## config.mk

```make
export PLATFORM = sky130hd
export DESIGN_NAME = bcde_decide
export DESIGN_NICKNAME = d
export VERILOG_FILES = /design/src/rtl/bcde_pkg.sv /design/src/rtl/bcde_decide.sv
export SDC_FILE = /design/constraint.sdc
export NUM_CORES = 1
export LEC_CHECK = 0
export BUFFER_PORTS_ARGS = -buffer_cell sky130_fd_sc_hd__buf_2
export CORE_MARGIN = 2
export CORE_UTILIZATION = 56
export DETAILED_ROUTE_END_ITERATION = 7
export GPL_TIMING_DRIVEN = 0
export MAX_ROUTING_LAYER = met4
export PLACE_DENSITY = 0.9
export SYNTH_ARGS = -nofsm -noshare
export SYNTH_HDL_FRONTEND = slang
export SYNTH_SLANG_ARGS = --single-unit
export TNS_END_PERCENT = 1
```

## constraint.sdc

```tcl
create_clock -name vclk -period 6.1
set_input_delay 0 -clock vclk [all_inputs]
set_output_delay 0 -clock vclk [all_outputs]
set_load 0.05 [all_outputs]
```

## src/rtl/bcde_pkg.sv

```systemverilog
`timescale 1ns / 1ps

package bcde_pkg;

	localparam int PIX_W    = 8;
	localparam int SUM_W    = 10;
	localparam int ROW_W    = 16;
	localparam int IMG_W_W  = 11;
	localparam int PADDR_W  = 4;
	localparam int PDATA_W  = 32;

	localparam logic CMD_PIXEL = 1'b0;
	localparam logic CMD_DRAIN = 1'b1;

	localparam logic MODE_DILATE = 1'b0;
	localparam logic MODE_ERODE  = 1'b1;

	localparam logic [1:0] REG_MODE   = 2'd0;
	localparam logic [1:0] REG_WIDTH  = 2'd1;
	localparam logic [1:0] REG_HEIGHT = 2'd2;

	localparam logic [IMG_W_W-1:0] WIDTH_RST  = 11'd128;
	localparam logic [ROW_W-1:0]   HEIGHT_RST = 16'd128;

	localparam logic [PIX_W-1:0] PIX_MAX   = 8'd255;
	localparam logic [SUM_W-1:0] SUM_FULL4 = SUM_W'(4 * 255);
	localparam logic [SUM_W-1:0] SUM_FULL3 = SUM_W'(3 * 255);
	localparam logic [SUM_W-1:0] SUM_FULL2 = SUM_W'(2 * 255);

	// One line buffer entry: the pixel of the row before and of the latest row.
	typedef struct packed {
		logic [PIX_W-1:0] older;
		logic [PIX_W-1:0] newer;
	} line_t;

	typedef struct packed {
		logic             mode;
		logic             restart;
		logic [ROW_W-1:0] hlast;
	} cfg_t;

	typedef struct packed {
		logic             mode;
		logic             edge_r;
		logic             edge_c;
		logic [PIX_W-1:0] up;
		logic [PIX_W-1:0] left;
		logic [PIX_W-1:0] right;
		logic [PIX_W-1:0] down;
	} nbr_t;

endpackage

```

## src/rtl/bcde_decide.sv

```systemverilog
`timescale 1ns / 1ps

module bcde_decide (
	input  bcde_pkg::nbr_t nb,
	output logic           set
);

	import bcde_pkg::*;

	logic [SUM_W-1:0] sum;
	logic [SUM_W-1:0] target;

	assign sum = SUM_W'(nb.up) + SUM_W'(nb.left) + SUM_W'(nb.right) + SUM_W'(nb.down);

	// Erosion needs every neighbor inside the image to be full white.
	always_comb begin
		case ({nb.edge_r, nb.edge_c})
			2'b00:   target = SUM_FULL4;
			2'b11:   target = SUM_FULL2;
			default: target = SUM_FULL3;
		endcase
	end

	assign set = (nb.mode == MODE_DILATE) ? (sum >= SUM_W'(PIX_MAX)) : (sum == target);

endmodule

```

==> summary.txt <==
Timing
  • Hold Vio Cnt, Final: 0
  • RSZ-0062 raised after global routing: false
  • Slew Viols, Final: 0
  • Hold Worst Slack: 0.4882 ns
  • Final Setup Violations: 0
  • Tmin final: between 3 and 4 ns
  • Worst-margin pin slew: approximately 0.34 ns
  • Tcrit/Tclk final: between 50% and 60%
  • Headroom to the max-slew limit: 77.15%
  • Setup tns final: 0 ns
  • Fmax: just over 300 MHz

Power
  • Leak: around 0.66 nW
  • Worst vdd ir: approximately 0.10 mV
  • Pwr/cell area: approximately 200 nW/µm²

Worst hold path
  • Hold WC Path Type: input port to primary output

Synthesis
  • Synth Area in Adders: approximately half
  • Simple-gate share of the synthesized area: 11.05%
  • Largest family of logic cells by synthesized area: adder cells
  • Post-Syn Instances: 110
  • Post-synthesis mux area share: roughly 1.1%
  • Synth area leaders: fa_1 (35%), inv_1 (18%), ha_1 (14%), a211oi_2 (2.7%), xnor3_1 (2.5%)
  • Syn Area/Cell: roughly 8.3 µm²
  • Synth Net Count: ~170
  • Sequential element share of the synthesized area: 0%
  • Share of the synthesized area in the top cell type: between 30% and 40%
  • Yosys top cell by area: fa_1
  • Synth Cell Area: ~920 µm²
  • Total number of yosys warnings: 0
  • XOR/XNOR Fraction of Synth Area: under 10%
  • Synth Area in Compound Gates: between 10% and 20%
  • Yosys cell types: 31

Setup path
  • Worst Path Required: 6.10 ns
  • CP Buf/Inv Count: 5
  • Critical Path AT: between 3 and 4 ns
  • Crit path max-delay family: adder cells
  • Worst Path Class, Setup: input port to primary output
  • CP max FO: 4
  • Biggest cell delay along the critical path: 0.54 ns
  • Crit path cell chain: buf_2 -> inv_1 -> fa_1 -> inv_1 -> fa_1 -> ha_1 -> inv_1 -> fa_1 -> nor2b_4 -> o2111ai_2 -> a31o_1 -> a211oi_2 -> o2111ai_1 -> o211ai_1 -> buf_2
  • Crit end category: primary output
  • Crit start category: input port
  • CP max-delay cell: fa_1

CTS
  • Cts hold-fix bufs: 0
  • CTS resizes: 0
  • Setup Buffers After CTS: 0

Floorplan
  • Io pins: 36
  • Initial core utilization: 60.18%
  • Core area: between 1500 and 2000 µm²
  • Die Ht: between 40 and 50 µm
  • Die width: 44.47 µm
  • DIE AREA: 1978 µm²
  • Row count: 14

Finish
  • Number of clock buffers in the layout: 0
  • Sequential cell count: 0
  • Nets: 209
  • Filler instances: 136
  • FF/Latch Area: 0 µm²
  • Area delta synth->final: 21.83%
  • Final antenna diode count: 0
  • Share of cells above drive strength 1: between 20% and 30%

Detailed routing
  • Vias per cell: 5.136
  • Drc violations: 0
  • Post-Route WL: about 1.8 mm
  • DRT iter0 DRCs: 15
  • Final ANT Viol Nets: 0
  • Drt pass-1 iters: 4
  • Via count: ~830
  • Mean routed wirelength per cell: ~11 µm

GRT
  • Global-route wire length before repair: 2.973 mm
  • GRT Util Overall: roughly a fifth
  • Total grt overflow: 0
  • Largest net degree at the start of global routing: 7
  • Initial antenna violation count: 0
  • Vias in the first global route: 856

Outcome
  • Status: complete, no violations

Placement
  • Port Buf Inserts: 36
  • Post-DP HPWL: approximately 1.7 mm
  • Placer Congestion: between 0.8 and 0.9

Run
  • Max Cap Viol: 0
[Yosys cell counts]
master / count
and4_1: 1
nor2_1: 4
fa_1: 16
nor3_1: 1
inv_1: 43
a31oi_1: 1
nor4_1: 1
o21ba_2: 1
nand2_1: 2
xnor2_1: 2
nand2b_1: 1
and2b_2: 1
a211oi_2: 2
o21ai_1: 1
xnor3_1: 1
nor2b_4: 1
o21ai_0: 4
a21oi_1: 2
nand3_1: 3
o21bai_1: 1
nand4_1: 1
o211ai_1: 1
o2111ai_1: 1
a31o_2: 1
a2bb2oi_1: 1
xor2_1: 2
ha_1: 10
nor4b_1: 1
o2111ai_2: 1
a31o_1: 1
mux2i_1: 1
[worst paths after layout]
check             startpoint  end  slack (ns)  cells past startpoint
hold / removal        nb[34]  set        0.49                      4
setup / recovery       nb[1]  set        2.86                     15
[cells by family (layout without fill, tap and decap cells)]
group | Yosys count | after routing
muxes | 1 | 1
adders and majority gates | 26 | 26
and+or+nand+nor | 17 | 17
AOI/OAI and AO/OA | 18 | 18
xor gates and xnor gates | 5 | 5
buffers and inverters | 43 | 79
[report_power, final]
part / internal (mW) / switching, mW
registers: 0 / 0
clock network: 0 / 0
logic: 0.102 / 0.119
total: 0.102 / 0.119
[final cells by class]
| cell class | count | area [µm²] | share of cell area (%) |
|---|---|---|---|
| Multi-Input combinational cell | 67 | 755.7 | 67.64 |
| Inverter | 43 | 161.4 | 14.45 |
| Timing Repair Buffer | 36 | 180.2 | 16.13 |
| Tap cell | 16 | 20.02 | 1.792 |
[layout by cell type, fill, tap and decap left out]
master      n
inv_1      43
buf_2      36
fa_1       16
ha_1       10
nor2_1      4
o21ai_0     4
nand3_1     3
a211oi_2    2
xnor2_1     2
a21oi_1     2
xor2_1      2
nand2_1     2
o21ba_2     1
nor2b_4     1
o21bai_1    1
nor4b_1     1
mux2i_1     1
a2bb2oi_1   1
and2b_2     1
nor4_1      1
o2111ai_2   1
a31o_1      1
and4_1      1
nand2b_1    1
nor3_1      1
o21ai_1     1
a31oi_1     1
xnor3_1     1
o2111ai_1   1
a31o_2      1
nand4_1     1
o211ai_1    1
[routing by layer]
layer / GRT usage [%] / share of wire [%] / up-vias
met2: 47.83 / 60 / 33
met4: 2.424 / 1.0 / 0
met5: - / 0 / -
met1: 16.45 / 33 / 385
li1: - / - / 412
met3: 0.8163 / 5.3 / 2
[worst min-delay path, cell delays in order]
cell	delay (ns)
buf_2	0.11
o2111ai_1	0.07
o211ai_1	0.09
buf_2	0.21
[through the flow]
step | power (mW) | setup WS, ns | cells | util [%] | area, µm²
detailed placement | 0.2201 | 2.835 | 162 | 73.32 | 1117
global route | 0.2474 | 2.667 | 162 | 73.32 | 1117
finish | 0.2209 | 2.864 | 162 | 73.32 | 1117
global placement | 0.2082 | 2.932 | 162 | 73.32 | 1117
floorplan | 0.1745 | 2.764 | 110 | - | 917.1
CTS | 0.2223 | 2.834 | 162 | 73.32 | 1117
Power figures use the tool's default switching activity.
