==> src/rtl/bcde_pkg.sv <==
`timescale 1ns / 1ps

package bcde_pkg;

	localparam int PIX_W    = 8;
	localparam int SUM_W    = 10;
	localparam int ROW_W    = 16;
	localparam int IMG_W_W  = 11;
	localparam int PADDR_W  = 4;
	localparam int PDATA_W  = 32;

	localparam logic CMD_PIXEL = 1'b0;
	localparam logic CMD_DRAIN = 1'b1;

	localparam logic MODE_DILATE = 1'b0;
	localparam logic MODE_ERODE  = 1'b1;

	localparam logic [1:0] REG_MODE   = 2'd0;
	localparam logic [1:0] REG_WIDTH  = 2'd1;
	localparam logic [1:0] REG_HEIGHT = 2'd2;

	localparam logic [IMG_W_W-1:0] WIDTH_RST  = 11'd128;
	localparam logic [ROW_W-1:0]   HEIGHT_RST = 16'd128;

	localparam logic [PIX_W-1:0] PIX_MAX   = 8'd255;
	localparam logic [SUM_W-1:0] SUM_FULL4 = SUM_W'(4 * 255);
	localparam logic [SUM_W-1:0] SUM_FULL3 = SUM_W'(3 * 255);
	localparam logic [SUM_W-1:0] SUM_FULL2 = SUM_W'(2 * 255);

	// One line buffer entry: the pixel of the row before and of the latest row.
	typedef struct packed {
		logic [PIX_W-1:0] older;
		logic [PIX_W-1:0] newer;
	} line_t;

	typedef struct packed {
		logic             mode;
		logic             restart;
		logic [ROW_W-1:0] hlast;
	} cfg_t;

	typedef struct packed {
		logic             mode;
		logic             edge_r;
		logic             edge_c;
		logic [PIX_W-1:0] up;
		logic [PIX_W-1:0] left;
		logic [PIX_W-1:0] right;
		logic [PIX_W-1:0] down;
	} nbr_t;

endpackage

==> src/rtl/bcde_cfg.sv <==
`timescale 1ns / 1ps

module bcde_cfg #(
	parameter int MAX_WIDTH = 1024
) (
	input  logic                          clk,
	input  logic                          arst_n,
	input  logic                          psel,
	input  logic                          penable,
	input  logic                          pwrite,
	input  logic [bcde_pkg::PADDR_W-1:0]  paddr,
	input  logic [bcde_pkg::PDATA_W-1:0]  pwdata,
	output logic [bcde_pkg::PDATA_W-1:0]  prdata,
	output logic                          pready,
	output bcde_pkg::cfg_t                cfg,
	output logic [$clog2(MAX_WIDTH)-1:0]  wlast
);

	import bcde_pkg::*;

	localparam int CW = $clog2(MAX_WIDTH);

	logic               wr;
	logic [1:0]         idx;
	logic               mode_q;
	logic [IMG_W_W-1:0] width_q;
	logic [ROW_W-1:0]   height_q;

	assign pready = 1'b1;
	assign idx    = paddr[PADDR_W-1:2];
	assign wr     = psel & penable & pwrite & pready;

	always_ff @(posedge clk or negedge arst_n) begin
		if (!arst_n) begin
			mode_q   <= MODE_DILATE;
			width_q  <= WIDTH_RST;
			height_q <= HEIGHT_RST;
		end else if (wr) begin
			case (idx)
				REG_MODE:   mode_q   <= pwdata[0];
				REG_WIDTH:  width_q  <= pwdata[IMG_W_W-1:0];
				REG_HEIGHT: height_q <= pwdata[ROW_W-1:0];
				default: ;
			endcase
		end
	end

	always_comb begin
		case (idx)
			REG_MODE:   prdata = {{(PDATA_W-1){1'b0}}, mode_q};
			REG_WIDTH:  prdata = {{(PDATA_W-IMG_W_W){1'b0}}, width_q};
			REG_HEIGHT: prdata = {{(PDATA_W-ROW_W){1'b0}}, height_q};
			default:    prdata = '0;
		endcase
	end

	// A width beyond the line buffer uses the whole buffer; zero counts as one.
	always_comb begin
		if (32'(width_q) > 32'(MAX_WIDTH)) begin
			wlast = CW'(MAX_WIDTH - 1);
		end else if (width_q == '0) begin
			wlast = '0;
		end else begin
			wlast = CW'(width_q - 11'd1);
		end
	end

	always_comb begin
		cfg.mode    = mode_q;
		cfg.restart = wr && (idx inside {REG_WIDTH, REG_HEIGHT});
		cfg.hlast   = (height_q == '0) ? '0 : height_q - 16'd1;
	end

endmodule

==> config.mk <==
export PLATFORM = sky130hd
export DESIGN_NAME = bcde_cfg
export DESIGN_NICKNAME = d
export VERILOG_FILES = /design/src/rtl/bcde_pkg.sv /design/src/rtl/bcde_cfg.sv
export SDC_FILE = /design/constraint.sdc
export NUM_CORES = 1
export LEC_CHECK = 0
export ABC_CLOCK_PERIOD_IN_PS = 4290
export BUFFER_PORTS_ARGS = -buffer_cell sky130_fd_sc_hd__buf_2
export CAP_MARGIN = 0
export CORE_MARGIN = 3
export CORE_UTILIZATION = 50
export CTS_CLUSTER_SIZE = 20
export DETAILED_ROUTE_END_ITERATION = 8
export PLACE_DENSITY_LB_ADDON = 0.25
export SLEW_MARGIN = 20
export SYNTH_ARGS = -nofsm -noshare
export SYNTH_HDL_FRONTEND = slang
export SYNTH_SLANG_ARGS = --single-unit
==> constraint.sdc <==
create_clock -name clk -period 4.29 [get_ports clk]
set_input_delay 0.429 -clock clk [delete_from_list [all_inputs] [get_ports clk]]
set_output_delay 0.429 -clock clk [all_outputs]
set_load 0.1 [all_outputs]
==> impl_metrics.yaml <==
clock_tree:
  tritoncts: "done"
  clk_path_buf_depth: 2
  cts-root-buf: "clkbuf_8"
  clk_pin_slew_worst_paths_ns: 0.09
  clock_latency_ns: 0.27
  postCtsResizedCells: 0
  htree_num_levels: 1
  cts_inserted_buffers: 3
  postCtsSetupRepairBufs: 0
  cts_hold_repair.buffers: 0
  cts.sink_count: 28
timing:
  worstMarginPinSlew_ns: 0.7234
  grt_setup_unrepaired: "no"
  timing_hold_violations_final: 0
  achievable-frequency_mhz: 321.6
  slew_headroom_pct: 51.41
  timing.final.crit_period_ns: 3.110
  worst_clock_skew_ns: 0
  setup-tns-final_ns: 0
  finalMaxSlewViolations: 0
  final.period_utilization_pct: 72.49
  final_critical_path_setup_slack_ns: 1.180
  timing.final.setup_violations: 0
worst_setup_path:
  regToRegSetupSlack_ns: 3.37
  timing.critical_path.max_delay_family: "simple AND/OR/NAND/NOR gates"
  critical_path.endpoint_type: "output port"
  worstPathMaxFanout: 13
  slowest_delay_ns: 0.49
  timing.critical_path.arrival_ns: 2.68
  setup.worst_path.start_class: "flop"
  timing.critical_path.buf_inv: 2
  critical_path_cell_list: "inv_1 > ha_1 > or3b_4 > or2_4 > nor3b_4 > nor2_1 > buf_2"
  endpoint_required_time_on_the_critical_path_ns: 3.86
  worstSetupPathType: "reg2out"
  slowest_stage_cell_on_the_critical_path: "nor3b_4"
drt:
  routed_vias_inst: 5.312
  detail_route.first_pass.iterations: 4
  remaining_drc_errors: 0
  ant_nets: 0
  drt-total-wl_mm: 4.741
  route.detailed.wl_per_inst_um: 14.24
  first_iter_violations: 51
  routed-via-count: 1769
synthesis:
  synth.ff_latch_count: 28
  yosys-top-cells-area: "dfrtp_1 (31%), mux2_2 (16%), buf_4 (6.4%), nor2_1 (5.2%), a22oi_1 (3.6%)"
  netlist.top_cell.by_area: "dfrtp_1"
  ys_warn_count: 0
  yosys.area.top_type_share_pct: 30.95
  syn_inst: 226
  synth_cell_types: 40
  synth_area_per_cell_um2: 9.301
  synth-seq-area-share_pct: 33.45
  syn-cell-area_um2: 2102
layout:
  nFillCells: 347
  area_growth_syn_to_layout_pct: 15.60
  postLayoutCoreUtil_pct: 63.05
  design.final.nets: 333
  number_of_antenna_repair_diodes: 0
  proportion_of_layout_cells_with_a_drive_suffix_above_1_pct: 37.89
floorplanning:
  top_ports: 102
  fp-row-count: 22
  floorplan.die_area_um2: 5018
  dieHeight_um: 70.84
  initial_utilization_pct: 54.55
  die_width_um: 70.84
  core_region_area_um2: 3854
grt:
  pin_count_of_the_biggest_net_entering_global_routing: 29
  grt_antenna_before_repair: 0
  grt_overflow: 0
  grt.total_usage_pct: 19.29
  grt_pass1_wl_mm: 7.983
  grt_pass1_vias: 1679
run:
  max_cap_viol_count: 0
placed_design:
  place_ws_ns: 1.460
  detailedPlacementHpwl_mm: 3.657
  place.port_buffers: 66
  place_congestion: 0.8613
power:
  power.switching_mw: 1.215
  clockPowerShare_pct: 8.7
  switching_share_pct: 65.31
  p_leak_nw: 1.183
  ir_drop_mv: 0.7443
  p_int_mw: 0.6453
  power_frac_seq_pct: 23.4
  pwr_density_cell_nw_per_um2: 765.5
  power_frac_comb_pct: 68.0
min_path:
  holdCritPathClass: "in2async"
outcome:
  status: "finished clean"
[registers in the layout, summed over array words and instances, names as in the netlist]
signal	flops
height_q	16
width_q	11
mode_q	1
[cells in the mapped netlist]
library cell / instances
buf_4: 18
ha_1: 6
nor2_1: 29
a211oi_1: 1
nor3b_4: 1
dfrtp_1: 26
or2_4: 1
nand2b_1: 1
nand2_1: 11
and3_1: 1
maj3_1: 1
and4bb_2: 1
nand3_1: 7
and2_1: 6
nor4_2: 1
dfstp_2: 2
o211ai_1: 1
o21ai_0: 4
nand4_1: 1
or3_1: 3
a222oi_1: 1
buf_6: 1
nor2b_1: 2
a21o_1: 1
or3b_4: 1
buf_2: 1
mux2_1: 1
a21oi_1: 8
mux2_2: 30
inv_1: 8
conb_1: 2
nor4_1: 3
a22oi_1: 10
nor3_1: 8
xor2_1: 8
nor3b_1: 3
clkbuf_1: 6
xnor2_1: 7
nand3b_1: 2
nor4_4: 1
[path summary, 6_finish.rpt]
| kind | start | end | cells past startpoint |
|---|---|---|---|
| worst min register to register | mode_q | mode_q | 1 |
| max in group asynchronous | arst_n | height_q[6] | 1 |
| min in group clk | pwdata[15] | height_q[15] | 2 |
| worst max-delay path | height_q[0] | cfg[4] | 7 |
| worst min-delay path | arst_n | height_q[12] | 1 |
| worst max register to register | width_q[10] | width_q[10] | 1 |
[layer usage]
| layer | wire length [um] | share of wire (%) | GRT usage [%] | vias up |
|---|---|---|---|---|
| li1 | - | - | - | 867 |
| met2 | 2280 | 48 | 31.93 | 62 |
| met3 | 283 | 6.0 | 2.131 | 5 |
| met1 | 2150 | 45 | 27.48 | 835 |
| met5 | 0 | 0 | 0 | - |
| met4 | 27 | 0.57 | 3.758 | 0 |
[cell usage in the layout (no fill, tap or decap), types with 4 or more instances in the layout]
cell and count:
nor3_1 8, ha_1 6, and2_1 6, a21oi_1 8, conb_1 17, nor2_1 29, nand3_1 7, nand2_1 11
dfrtp_1 26, mux2_2 30, buf_2 66, o21ai_0 4, inv_1 8, a22oi_1 10, xor2_1 8, clkbuf_8 4
xnor2_1 7
[logic make-up (layout without fill, tap and decap cells)]
logic type	Yosys count	count (layout)	synth area share, %
simple gates	83	83	21.61
fa+ha+maj	7	7	4.048
mux	31	31	16.61
xor+xnor	15	15	6.250
compound gates	26	26	7.977
buf+inv	34	78	9.702
flops	28	28	33.45
other cells	2	17	0.3573
[power by group through the flow]
stage	combinational (mW)	clock (mW)	sequential [mW]
final	1.26	0.161	0.435
after global placement	1.26	0	0.433
after detailed placement	1.26	0	0.438
after CTS	1.27	0.167	0.433
after floorplan	1.14	0	0.403
after global routing	1.32	0.175	0.449
[final cells by class]
| cell class | instances | area, um^2 | share of cell area [%] |
|---|---|---|---|
| Sequential cell | 28 | 703.2 | 28.94 |
| Inverter | 8 | 30.03 | 1.236 |
| Clock buffer | 4 | 55.05 | 2.266 |
| Tap cell | 48 | 60.06 | 2.472 |
| Timing Repair Buffer | 66 | 330.3 | 13.59 |
| Multi-Input combinational cell | 179 | 1251 | 51.49 |
[metrics by stage]
stage	hold WS, ns	cell area, um^2	std cells	total power, mW
floorplan	0.1334	2158	241	1.540
global placement	0.4768	2375	329	1.691
detailed placement	0.4828	2375	329	1.702
CTS	0.1799	2430	333	1.868
global route	0.1955	2430	333	1.943
finish	0.1636	2430	333	1.860
Note: power is estimated with default switching activity, not from simulation.
